$ cat config.mk
export PLATFORM = sky130hd
export DESIGN_NAME = serial_midi_to_usb_midi_packetizer
export DESIGN_NICKNAME = d
export VERILOG_FILES = /design/src/sv/smp_pkg.sv /design/src/sv/smp_in_reg.sv /design/src/sv/smp_parser.sv /design/src/sv/smp_out_reg.sv /design/src/sv/serial_midi_to_usb_midi_packetizer.sv
export SDC_FILE = /design/constraint.sdc
export NUM_CORES = 1
export LEC_CHECK = 0
export ABC_CLOCK_PERIOD_IN_PS = 4300
export BUFFER_PORTS_ARGS = -buffer_cell sky130_fd_sc_hd__buf_4
export CAP_MARGIN = 20
export CORE_MARGIN = 10
export CORE_UTILIZATION = 53
export DETAILED_ROUTE_END_ITERATION = 6
export PLACE_DENSITY = 0.84
export SKIP_LAST_GASP = 1
export SYNTH_ARGS = -nofsm -noshare
export SYNTH_HDL_FRONTEND = slang
export SYNTH_SLANG_ARGS = --single-unit
$ cat constraint.sdc
create_clock -name clk -period 4.3 [get_ports clk]
set_clock_uncertainty 0.15 [all_clocks]
set_input_delay 0.645 -clock clk [delete_from_list [all_inputs] [get_ports clk]]
set_output_delay 0.645 -clock clk [all_outputs]
set_load 0.01 [all_outputs]
$ cat src/sv/smp_pkg.sv
// Shared types, MIDI codes and lookup function of the MIDI packetizer.
package smp_pkg;

    localparam logic [7:0] STATUS_BIT    = 8'h80;
    localparam logic [7:0] SYSEX_START   = 8'hF0;
    localparam logic [7:0] QUARTER_FRAME = 8'hF1;
    localparam logic [7:0] SONG_POS      = 8'hF2;
    localparam logic [7:0] SONG_SELECT   = 8'hF3;
    localparam logic [7:0] TUNE_REQUEST  = 8'hF6;
    localparam logic [7:0] SYSEX_END     = 8'hF7;

    localparam logic [3:0] CIN_COMMON_TWO   = 4'h2;
    localparam logic [3:0] CIN_COMMON_THREE = 4'h3;
    localparam logic [3:0] CIN_SYSEX        = 4'h4;
    localparam logic [3:0] CIN_SINGLE       = 4'h5;
    localparam logic [3:0] CIN_END_TWO      = 4'h6;
    localparam logic [3:0] CIN_END_THREE    = 4'h7;
    localparam logic [3:0] CIN_CHANNEL_LOW  = 4'h8;
    localparam logic [3:0] CIN_CHANNEL_HIGH = 4'hE;

    typedef struct packed {
        logic [3:0] code_index;
        logic [7:0] first_data;
        logic [7:0] second_data;
        logic [7:0] third_data;
    } pkt_t;

    typedef struct packed {
        logic       valid;
        logic [7:0] data;
    } byte_item_t;

    typedef struct packed {
        logic valid;
        pkt_t pkt;
    } pkt_item_t;

    // Data bytes that complete a channel message, by status high nibble.
    function automatic logic [1:0] data_len(input logic [3:0] kind);
        logic [1:0] len;
        case (kind)
            4'h8, 4'h9, 4'hA, 4'hB, 4'hE: len = 2'd2;
            4'hC, 4'hD:                   len = 2'd1;
            default:                      len = 2'd0;
        endcase
        return len;
    endfunction

endpackage

$ cat src/sv/smp_in_reg.sv
// Input register that holds one received MIDI byte for the parser.
module smp_in_reg (
    input  logic               clk,
    input  logic               rst_n,
    input  logic               byte_valid,
    output logic               byte_ready,
    input  logic [7:0]         serial_byte,
    input  logic               take,
    output smp_pkg::byte_item_t item
);
    import smp_pkg::*;

    logic       valid_reg;
    logic       valid_next;
    logic [7:0] data_reg;

    // Refill whenever the held byte is empty or leaves this cycle.
    assign byte_ready = !valid_reg || take;
    assign valid_next = byte_valid || (valid_reg && !take);

    always_ff @(posedge clk or negedge rst_n)
    begin
        if (!rst_n)
        begin
            valid_reg <= 1'b0;
        end
        else if (byte_ready)
        begin
            valid_reg <= valid_next;
        end
    end

    always_ff @(posedge clk)
    begin
        if (byte_valid && byte_ready)
        begin
            data_reg <= serial_byte;
        end
    end

    assign item.valid = valid_reg;
    assign item.data  = data_reg;

endmodule

$ cat src/sv/smp_parser.sv
// Message state and single-pass decode of one MIDI byte into a packet.
module smp_parser (
    input  logic               clk,
    input  logic               rst_n,
    input  smp_pkg::byte_item_t item,
    input  logic               out_space,
    output logic               take,
    output smp_pkg::pkt_item_t  result
);
    import smp_pkg::*;

    typedef struct packed {
        logic [7:0] status;
        logic [1:0] gathered;
        logic [1:0] expected;
        logic [3:0] cin;
        logic [7:0] first;
        logic [7:0] second;
        logic [7:0] third;
    } msg_t;

    msg_t       msg_reg;
    msg_t       msg_next;
    logic       emit;
    pkt_t       pkt;
    logic [7:0] b;
    logic [3:0] kind;
    logic [1:0] gathered_inc;
    logic [7:0] second_upd;
    logic [7:0] third_upd;

    assign b            = item.data;
    assign kind         = b[7:4];
    assign gathered_inc = msg_reg.gathered + 2'd1;
    assign second_upd   = (msg_reg.gathered == 2'd0) ? b : msg_reg.second;
    assign third_upd    = (msg_reg.gathered == 2'd0) ? msg_reg.third : b;

    always_comb
    begin
        msg_next = msg_reg;
        emit     = 1'b0;
        pkt      = '0;
        if ((b & STATUS_BIT) != 8'h00)
        begin
            if (b == SYSEX_START)
            begin
                msg_next = '{SYSEX_START, 2'd1, 2'd3, CIN_SYSEX, SYSEX_START, 8'h00, 8'h00};
            end
            else if (b == SYSEX_END)
            begin
                msg_next = '0;
                emit     = 1'b1;
                if (msg_reg.status != SYSEX_START || msg_reg.gathered == 2'd0)
                begin
                    pkt = '{CIN_SINGLE, SYSEX_END, 8'h00, 8'h00};
                end
                else if (msg_reg.gathered == 2'd1)
                begin
                    pkt = '{CIN_END_TWO, msg_reg.first, SYSEX_END, 8'h00};
                end
                else
                begin
                    pkt = '{CIN_END_THREE, msg_reg.first, msg_reg.second, SYSEX_END};
                end
            end
            else if (b >= TUNE_REQUEST)
            begin
                msg_next = '0;
                emit     = 1'b1;
                pkt      = '{CIN_SINGLE, b, 8'h00, 8'h00};
            end
            else if (b == SONG_SELECT || b == QUARTER_FRAME)
            begin
                msg_next = '{b, 2'd0, 2'd1, CIN_COMMON_TWO, b, 8'h00, 8'h00};
            end
            else if (b == SONG_POS)
            begin
                msg_next = '{b, 2'd0, 2'd2, CIN_COMMON_THREE, b, 8'h00, 8'h00};
            end
            else if (b > SONG_SELECT)
            begin
                // undefined system common: drop and clear
                msg_next = '0;
            end
            else
            begin
                msg_next = '{{4'h0, kind}, 2'd0, data_len(kind), kind, b, 8'h00, 8'h00};
            end
        end
        else if (msg_reg.status == 8'h00)
        begin
            // data byte with no status: drop
            msg_next = msg_reg;
        end
        else if (msg_reg.status == SYSEX_START)
        begin
            if (msg_reg.gathered == 2'd0)
            begin
                msg_next.first    = b;
                msg_next.gathered = 2'd1;
            end
            else if (msg_reg.gathered == 2'd1)
            begin
                msg_next.second   = b;
                msg_next.gathered = 2'd2;
            end
            else
            begin
                emit              = 1'b1;
                pkt               = '{CIN_SYSEX, msg_reg.first, msg_reg.second, b};
                msg_next.first    = 8'h00;
                msg_next.second   = 8'h00;
                msg_next.third    = 8'h00;
                msg_next.gathered = 2'd0;
            end
        end
        else if (gathered_inc >= msg_reg.expected)
        begin
            emit              = 1'b1;
            pkt               = '{msg_reg.cin, msg_reg.first, second_upd, third_upd};
            msg_next.second   = 8'h00;
            msg_next.third    = 8'h00;
            msg_next.gathered = 2'd0;
            // system common ends its own running status
            if (msg_reg.status >= QUARTER_FRAME)
            begin
                msg_next = '0;
            end
        end
        else
        begin
            msg_next.second   = second_upd;
            msg_next.third    = third_upd;
            msg_next.gathered = gathered_inc;
        end
    end

    // Advance only when a resulting packet has room downstream.
    assign take         = item.valid && (!emit || out_space);
    assign result.valid = take && emit;
    assign result.pkt   = pkt;

    always_ff @(posedge clk or negedge rst_n)
    begin
        if (!rst_n)
        begin
            msg_reg <= '0;
        end
        else if (take)
        begin
            msg_reg <= msg_next;
        end
    end

endmodule

$ cat src/sv/smp_out_reg.sv
// Output register that holds one finished event packet until transfer.
module smp_out_reg (
    input  logic              clk,
    input  logic              rst_n,
    input  smp_pkg::pkt_item_t result,
    output logic              out_space,
    output logic              packet_valid,
    input  logic              packet_ready,
    output logic [3:0]        code_index,
    output logic [7:0]        first_data,
    output logic [7:0]        second_data,
    output logic [7:0]        third_data
);
    import smp_pkg::*;

    logic valid_reg;
    pkt_t pkt_reg;

    assign out_space = !valid_reg || packet_ready;

    always_ff @(posedge clk or negedge rst_n)
    begin
        if (!rst_n)
        begin
            valid_reg <= 1'b0;
        end
        else if (out_space)
        begin
            valid_reg <= result.valid;
        end
    end

    always_ff @(posedge clk)
    begin
        if (out_space && result.valid)
        begin
            pkt_reg <= result.pkt;
        end
    end

    assign packet_valid = valid_reg;
    assign code_index   = pkt_reg.code_index;
    assign first_data   = pkt_reg.first_data;
    assign second_data  = pkt_reg.second_data;
    assign third_data   = pkt_reg.third_data;

endmodule

$ cat src/sv/serial_midi_to_usb_midi_packetizer.sv
// Top level of the serial MIDI byte stream to USB-MIDI event packetizer.
//
// Input channel: byte_valid / byte_ready carry one serial MIDI byte per
// transfer on serial_byte. Output channel: packet_valid / packet_ready
// carry one USB-MIDI event packet per transfer: code_index (cable zero)
// and first_data, second_data, third_data, unused bytes zero.
// A byte transfer lands in an input register; in the next cycle the
// parser decodes it against the held message state and, if it completes
// a message, SysEx chunk or single-byte event, loads the output register.
// Throughput: one byte per cycle unless a completing byte finds the output
// register full; the decode between the input and output registers is
// combinational.
// Bytes that complete nothing pass through even while a packet waits.
// When the receiver stalls, the waiting packet holds; a completing byte
// then holds in the parser's input register and byte_ready drops until
// the packet leaves, so nothing is lost.
// Reset clears running status, the partial message and both valid flags.
module serial_midi_to_usb_midi_packetizer (
    input  logic       clk,
    input  logic       rst_n,
    input  logic       byte_valid,
    output logic       byte_ready,
    input  logic [7:0] serial_byte,
    output logic       packet_valid,
    input  logic       packet_ready,
    output logic [3:0] code_index,
    output logic [7:0] first_data,
    output logic [7:0] second_data,
    output logic [7:0] third_data
);
    import smp_pkg::*;

    byte_item_t item;
    pkt_item_t  result;
    logic       take;
    logic       out_space;

    // Hold the received byte until the parser takes it.
    smp_in_reg u_in_reg (
        .clk         (clk),
        .rst_n       (rst_n),
        .byte_valid  (byte_valid),
        .byte_ready  (byte_ready),
        .serial_byte (serial_byte),
        .take        (take),
        .item        (item)
    );

    // Decode the byte, advance running status, and build the packet.
    smp_parser u_parser (
        .clk       (clk),
        .rst_n     (rst_n),
        .item      (item),
        .out_space (out_space),
        .take      (take),
        .result    (result)
    );

    // Hold the finished packet until the receiver takes it.
    smp_out_reg u_out_reg (
        .clk          (clk),
        .rst_n        (rst_n),
        .result       (result),
        .out_space    (out_space),
        .packet_valid (packet_valid),
        .packet_ready (packet_ready),
        .code_index   (code_index),
        .first_data   (first_data),
        .second_data  (second_data),
        .third_data   (third_data)
    );

endmodule

## Word-level counts from Yosys, hierarchy flattened

Cells that the tools add are included.

- Register bits after elaboration: 78
- Input port bits: 12
- Output and inout port bits: 30
- Word-level logic and storage cells: 113

- Add/sub/neg operators: 1
- Magnitude comparators: 4
- Eq/ne operators: 20
- Mux-type cells: 46
- Reductions and logical operators: 28

Operators with widths:

| kind | count |
|---|---|
| 40-bit two-way mux | 8 |
| 28-bit two-way mux | 8 |
| 27-bit two-way mux | 2 |
| 8-bit equality test (second input constant) | 6 |
| 8-bit two-way mux | 6 |
| 36-bit two-way mux | 1 |
| 16-bit two-way mux | 2 |
| 4-bit equality test (second input constant) | 7 |
| 25-bit two-way mux | 1 |
| 24-bit two-way mux | 1 |
| 8-bit >= comparator (second input constant) | 2 |
| 14-bit two-way mux | 1 |
| 5-bit AND reduction | 2 |
| 1-bit two-way mux | 9 |
| 8-bit greater-than comparator (second input constant) | 1 |
| 8-bit logical NOT | 1 |
| 2-bit two-way mux | 4 |
| 8-bit inequality test (second input constant) | 1 |
| 7-bit two-way mux | 1 |
| 1-bit logical OR | 6 |
| 6-bit two-way mux | 1 |
| 3-bit inequality test (second input constant) | 2 |
| 3-bit nonzero test | 2 |
| 1-bit logical AND | 5 |
| other kinds (14) | 19 |

## Logic depth before layout (Yosys ltp)

- Word-level depth: 12
- Depth in mapped cells: 10
- Mapped depth without buffers: 8

## Modules after synthesis

A second synthesis with hierarchy kept.

- Cell total of the unflattened synthesis: 340
- Area total of the unflattened synthesis: 3,943.8 um2

By module, submodules not included:

| module | times used | cells each | area an instance (um2) |
|---|---|---|---|
| smp_parser | 1 | 295 | 2,747.6 |
| smp_out_reg | 1 | 32 | 894.6 |
| smp_in_reg | 1 | 13 | 301.5 |

## Worst setup path before layout

Ideal clock, no wire load.

- Kind: register to register
- From: register u_parser.msg_reg[30] in the netlist's numbering
- To: register u_out_reg.pkt_reg (netlist bit u_out_reg.code_index[0]) (enable)
- Library setup time: 413 ps
- Arrival time: 2,781 ps
- Required time: 3,737 ps
- Setup slack: 956 ps
- Cell stages (with the launch flop): 8
- Cells stage by stage: dfrtp_1 inv_1 ha_1 ha_1 a21oi_4 nor3_2 o31ai_1 nor2_1

- Word-level cells in the longest chain between the ends: 11
- Elaborated cells between the ends (all ways): 15

RTL lines:

| what | line | source |
|---|---|---|
| start, declared | smp_parser.sv:22 | `msg_t msg_reg;` |
| start signal, assigned | smp_parser.sv:151 | `msg_reg <= msg_next;` |
| 2-bit by 1-bit adder with 2-bit output / 2-bit by 1-bit equality test with 1-bit output (equally long branches) | smp_parser.sv:34, smp_parser.sv:102 |  |
| 2-bit >= comparator / 1-bit two-way mux (equally long branches) | smp_parser.sv:117, smp_parser.sv:102 |  |
| 1-bit two-way mux (on tied branches) | smp_parser.sv:117, smp_parser.sv:97 |  |
| 1-bit two-way mux (*) | smp_parser.sv:95 | `else if (msg_reg.status == SYSEX_START)` |
| 1-bit two-way mux (*) | smp_parser.sv:90 | `else if (msg_reg.status == 8'h00)` |
| 1-bit two-way mux (*) | smp_parser.sv:43 | `if ((b & STATUS_BIT) != 8'h00)` |
| 1-bit logical NOT | smp_parser.sv:139 | `assign take = item.valid && (!emit \|\| out_space);` |
| 1-bit logical OR | smp_parser.sv:139 |  |
| 1-bit logical AND | smp_parser.sv:139 |  |
| 1-bit logical AND (*) | smp_parser.sv:140 | `assign result.valid = take && emit;` |
| 1-bit logical AND (*) | smp_out_reg.sv:35 | `if (out_space && result.valid)` |
| end signal, assigned | smp_out_reg.sv:37 | `pkt_reg <= result.pkt;` |
| end, declared | smp_out_reg.sv:17 | `pkt_t pkt_reg;` |

Mark *: on every way between the ends. The rest lies on a longest branch, timed or not.
A chain may end at the register's enable or synchronous reset.

## Worst setup path after layout

- From: register u_in_reg.data_reg[5]
- To: output port byte_ready

- Word-level cells in the longest chain between the ends: 9
- Elaborated cells between the ends (all ways): 11

RTL lines:

| what | line | source |
|---|---|---|
| start, declared | smp_in_reg.sv:15 | `logic [7:0] data_reg;` |
| start signal, assigned | smp_in_reg.sv:37 | `data_reg <= serial_byte;` |
| 8-bit >= comparator | smp_parser.sv:66 | `else if (b >= TUNE_REQUEST)` |
| 1-bit two-way mux | smp_parser.sv:66 |  |
| 1-bit two-way mux | smp_parser.sv:49 | `else if (b == SYSEX_END)` |
| 1-bit two-way mux (*) | smp_parser.sv:45 | `if (b == SYSEX_START)` |
| 1-bit two-way mux (*) | smp_parser.sv:43 |  |
| 1-bit logical NOT (*) | smp_parser.sv:139 |  |
| 1-bit logical OR (*) | smp_parser.sv:139 |  |
| 1-bit logical AND (*) | smp_parser.sv:139 |  |
| 1-bit logical OR (*) | smp_in_reg.sv:18 | `assign byte_ready = !valid_reg \|\| take;` |
| end, declared | serial_midi_to_usb_midi_packetizer.sv:22 | `output logic byte_ready,` |

Marked as above.

==> flow_metrics.py <==
metrics = {
    "outcome": {
        "status": "complete, no violations",
    },
    "power_and_ir_drop": {
        "vdd_ir_drop_max_mv": 0.304,
        "power_leakage_nw": 1.91,
        "power_density_nw_per_um2": 539,
    },
    "grt": {
        "grt_pass1_vias": 2716,
        "use_met1_pct": 20.1,
        "antenna_found_initial": 0,
        "grt-ovfl-total": 0,
        "met2_usage_pct": 24.2,
        "grt_pass1_wl_um": 14000,
        "track_usage_pct": 15.9,
        "grt_busiest_layer": "met2",
        "grt_max_degree": 43,
        "use_met3_pct": 4.21,
    },
    "critical_path": {
        "critPathLaunchType": "flip-flop",
        "timing.reg2reg.setup_slack_ns": 1.03,
        "rr_startpoint": "u_in_reg.data_reg[5]",
        "cp_max_fo": 12,
        "reg2reg_depth": 5,
        "critical_path_class": "flip-flop to output port",
        "crit_start": "u_in_reg.data_reg[5]",
        "r2r-end": "u_out_reg.first_data[5]",
        "critPathRequiredTime_ns": 3.50,
        "worst_ep_arrival_time_ns": 2.71,
        "worstSetupEndpointType": "output port",
    },
    "floorplan": {
        "die_y_um": 104,
        "start_util_pct": 55.0,
        "rows": 30,
        "dieArea_um2": 10900,
        "top_level_ports": 42,
        "core_um2": 6830,
        "die_x_um": 104,
    },
    "placed_design": {
        "io_buffers": 41,
        "post-place-ws_ns": 1.10,
        "hpwl_um": 5960,
        "place_congestion": 0.987,
        "dp_cells": 436,
        "placed_area_um2": 4080,
    },
    "cells_and_area": {
        "final_cell_mix": "buf_4, dfrtp_1, edfxtp_1",
        "nets": 367,
        "post-route-util_pct": 63.3,
        "final_cell_area_um2": 4330,
        "syn_to_final_growth_pct": 15.2,
        "layout-drive-gt1-share_pct": 23.6,
        "antennaDiodeCount": 0,
        "layout.cells.non_filler": 452,
        "layout_commonest_cell": "buf_4",
        "largest_reg_flops": 40,
    },
    "timing": {
        "rsz0062_at_grt": "no",
        "fin_crit_ns": 3.51,
        "period_share_pct": 81.6,
        "relSlewSlack_pct": 43.4,
        "finalWorstSetupSlack_ns": 0.793,
        "final.setup.tns_ns": 0,
        "setup_viol": 0,
        "slew_violations": 0,
        "hold_viol": 0,
        "worst_pin_slew_ns": 0.843,
        "max_freq_mhz": 285,
    },
    "logic_synthesis": {
        "synth_edf_count": 36,
        "synthCells": 315,
        "yosys.area_share.simple_pct": 13.7,
        "synthMuxAreaShare_pct": 2.66,
        "synth_top_family_by_area": "compound AO/OA/AOI/OAI gates",
        "ys_seq_elements": 78,
        "async_flop_share_pct": 53.8,
        "yosys_warnings": 0,
        "synth_cell_types": 57,
        "synthesis.area_um2": 3760,
        "syn_avg_cell_area_um2": 11.9,
        "syn_nets": 331,
        "synth_fa_ha_area_share_pct": 1.33,
        "synthFlopType": "dfrtp_1",
        "synth-xor-area-share_pct": 0,
        "synth_compound_area_share_pct": 21.2,
        "ys_seq_area_share_pct": 56.7,
    },
    "clock_network": {
        "cts_buffer_depth": 2,
        "cts-root-buf": "clkbuf_8",
        "cts_tree": "built",
        "htreeDepth": 3,
        "clk_pin_slew_worst_paths_ns": 0.08,
        "clk_latency_ns": 0.37,
        "cts_setup_buffers": 0,
        "cts_resized": 0,
        "numClockSinks": 78,
        "hold_buffers": 0,
        "numCtsBuffers": 9,
    },
    "drt": {
        "dr.pass1.iters": 5,
        "vias_per_cell": 6.19,
        "wl_per_cell_um": 19.2,
        "wirelength_um": 8700,
        "drc": 0,
        "num_vias": 2796,
        "ant_nets": 0,
        "drt-initial-drc-count": 397,
    },
    "worst_hold_path": {
        "hp-class": "input port to async pin",
    },
    "flow_run": {
        "drv_cap": 0,
    },
}
==> through the flow <==
step	hold WS, ns	total power, mW
3_5_place_dp	0.328	1.66
6_report	0.106	2.33
5_1_grt	0.152	2.43
2_1_floorplan	0.199	1.45
4_1_cts	0.123	2.33
3_3_place_gp	0.318	1.64
==> layer usage <==
layer | up-vias | wire length (µm) | part of all wire (%)
li1 | 1250 | - | -
met1 | 1343 | 3610 | 42
met2 | 170 | 4080 | 47
met3 | 33 | 715 | 8.2
met4 | 0 | 289 | 3.3
met5 | - | 0 | 0
==> cells in the mapped netlist, drive strengths merged, types with 2 or more instances <==
cell type / count / area share (%)
a21oi: 15 / 2.3
nand2b: 3 / 0.50
o2bb2ai: 7 / 1.6
edfxtp: 36 / 29
a221o: 6 / 1.6
inv: 10 / 1.0
a21o: 6 / 1.2
or2b: 2 / 0.47
and2: 7 / 1.2
o31ai: 2 / 0.40
and4: 2 / 0.47
nor4: 4 / 1.6
o21ai: 19 / 2.5
o21a: 3 / 0.80
a22o: 16 / 3.7
nand3: 7 / 0.93
buf: 7 / 1.1
o21bai: 3 / 1.1
dfrtp: 42 / 28
o22a: 5 / 1.2
and3: 4 / 0.70
nor3: 4 / 0.67
nor2: 20 / 2.0
mux2: 6 / 2.4
a32o: 7 / 1.9
ha: 4 / 1.3
nor2b: 2 / 0.33
a22oi: 6 / 1.2
clkbuf: 11 / 2.2
and2b: 2 / 0.40
nand2: 34 / 3.5
==> worst max-delay path, cell delays in order (launching register included) <==
cell	delay, ns
edfxtp_1	0.66
nand4_1	0.34
nor2_1	0.59
o31ai_1	0.27
or2_2	0.34
buf_4	0.15
==> power breakdown <==
group | internal, mW | switching, mW | leakage (nW)
registers | 0.926 | 0.0854 | 0.898
clock network | 0.402 | 0.268 | 0.120
logic | 0.272 | 0.378 | 0.891
==> worst max-delay path by stage <==
stage                              end  slack, ns  cells past startpoint
3_3_place_gp   u_out_reg.code_index[3]       1.26                      8
5_1_grt                     byte_ready       0.64                      5
2_1_floorplan  u_out_reg.code_index[0]       0.96                      7
3_5_place_dp   u_out_reg.first_data[7]       1.10                      8
4_1_cts                     byte_ready       0.83                      8
6_report                    byte_ready       0.79                      5
==> cells by family (layout without fill, tap and decap cells) <==
family,Yosys count,after routing
AOI/OAI and AO/OA,102,102
and+or+nand+nor,96,96
DFF,78,78
buffers and inverters,28,69
muxes,7,7
adders and majority gates,4,4
==> layout make-up <==
cell class	count	area (µm²)
flip-flops and latches	78	2130
well taps	96	120
multi-input cells	209	1470
fillers	540	2500
clock inverters	5	106
clock buffers	11	141
inverters	10	37.5
repair buffers	43	323
Power figures use the tool's default switching activity.
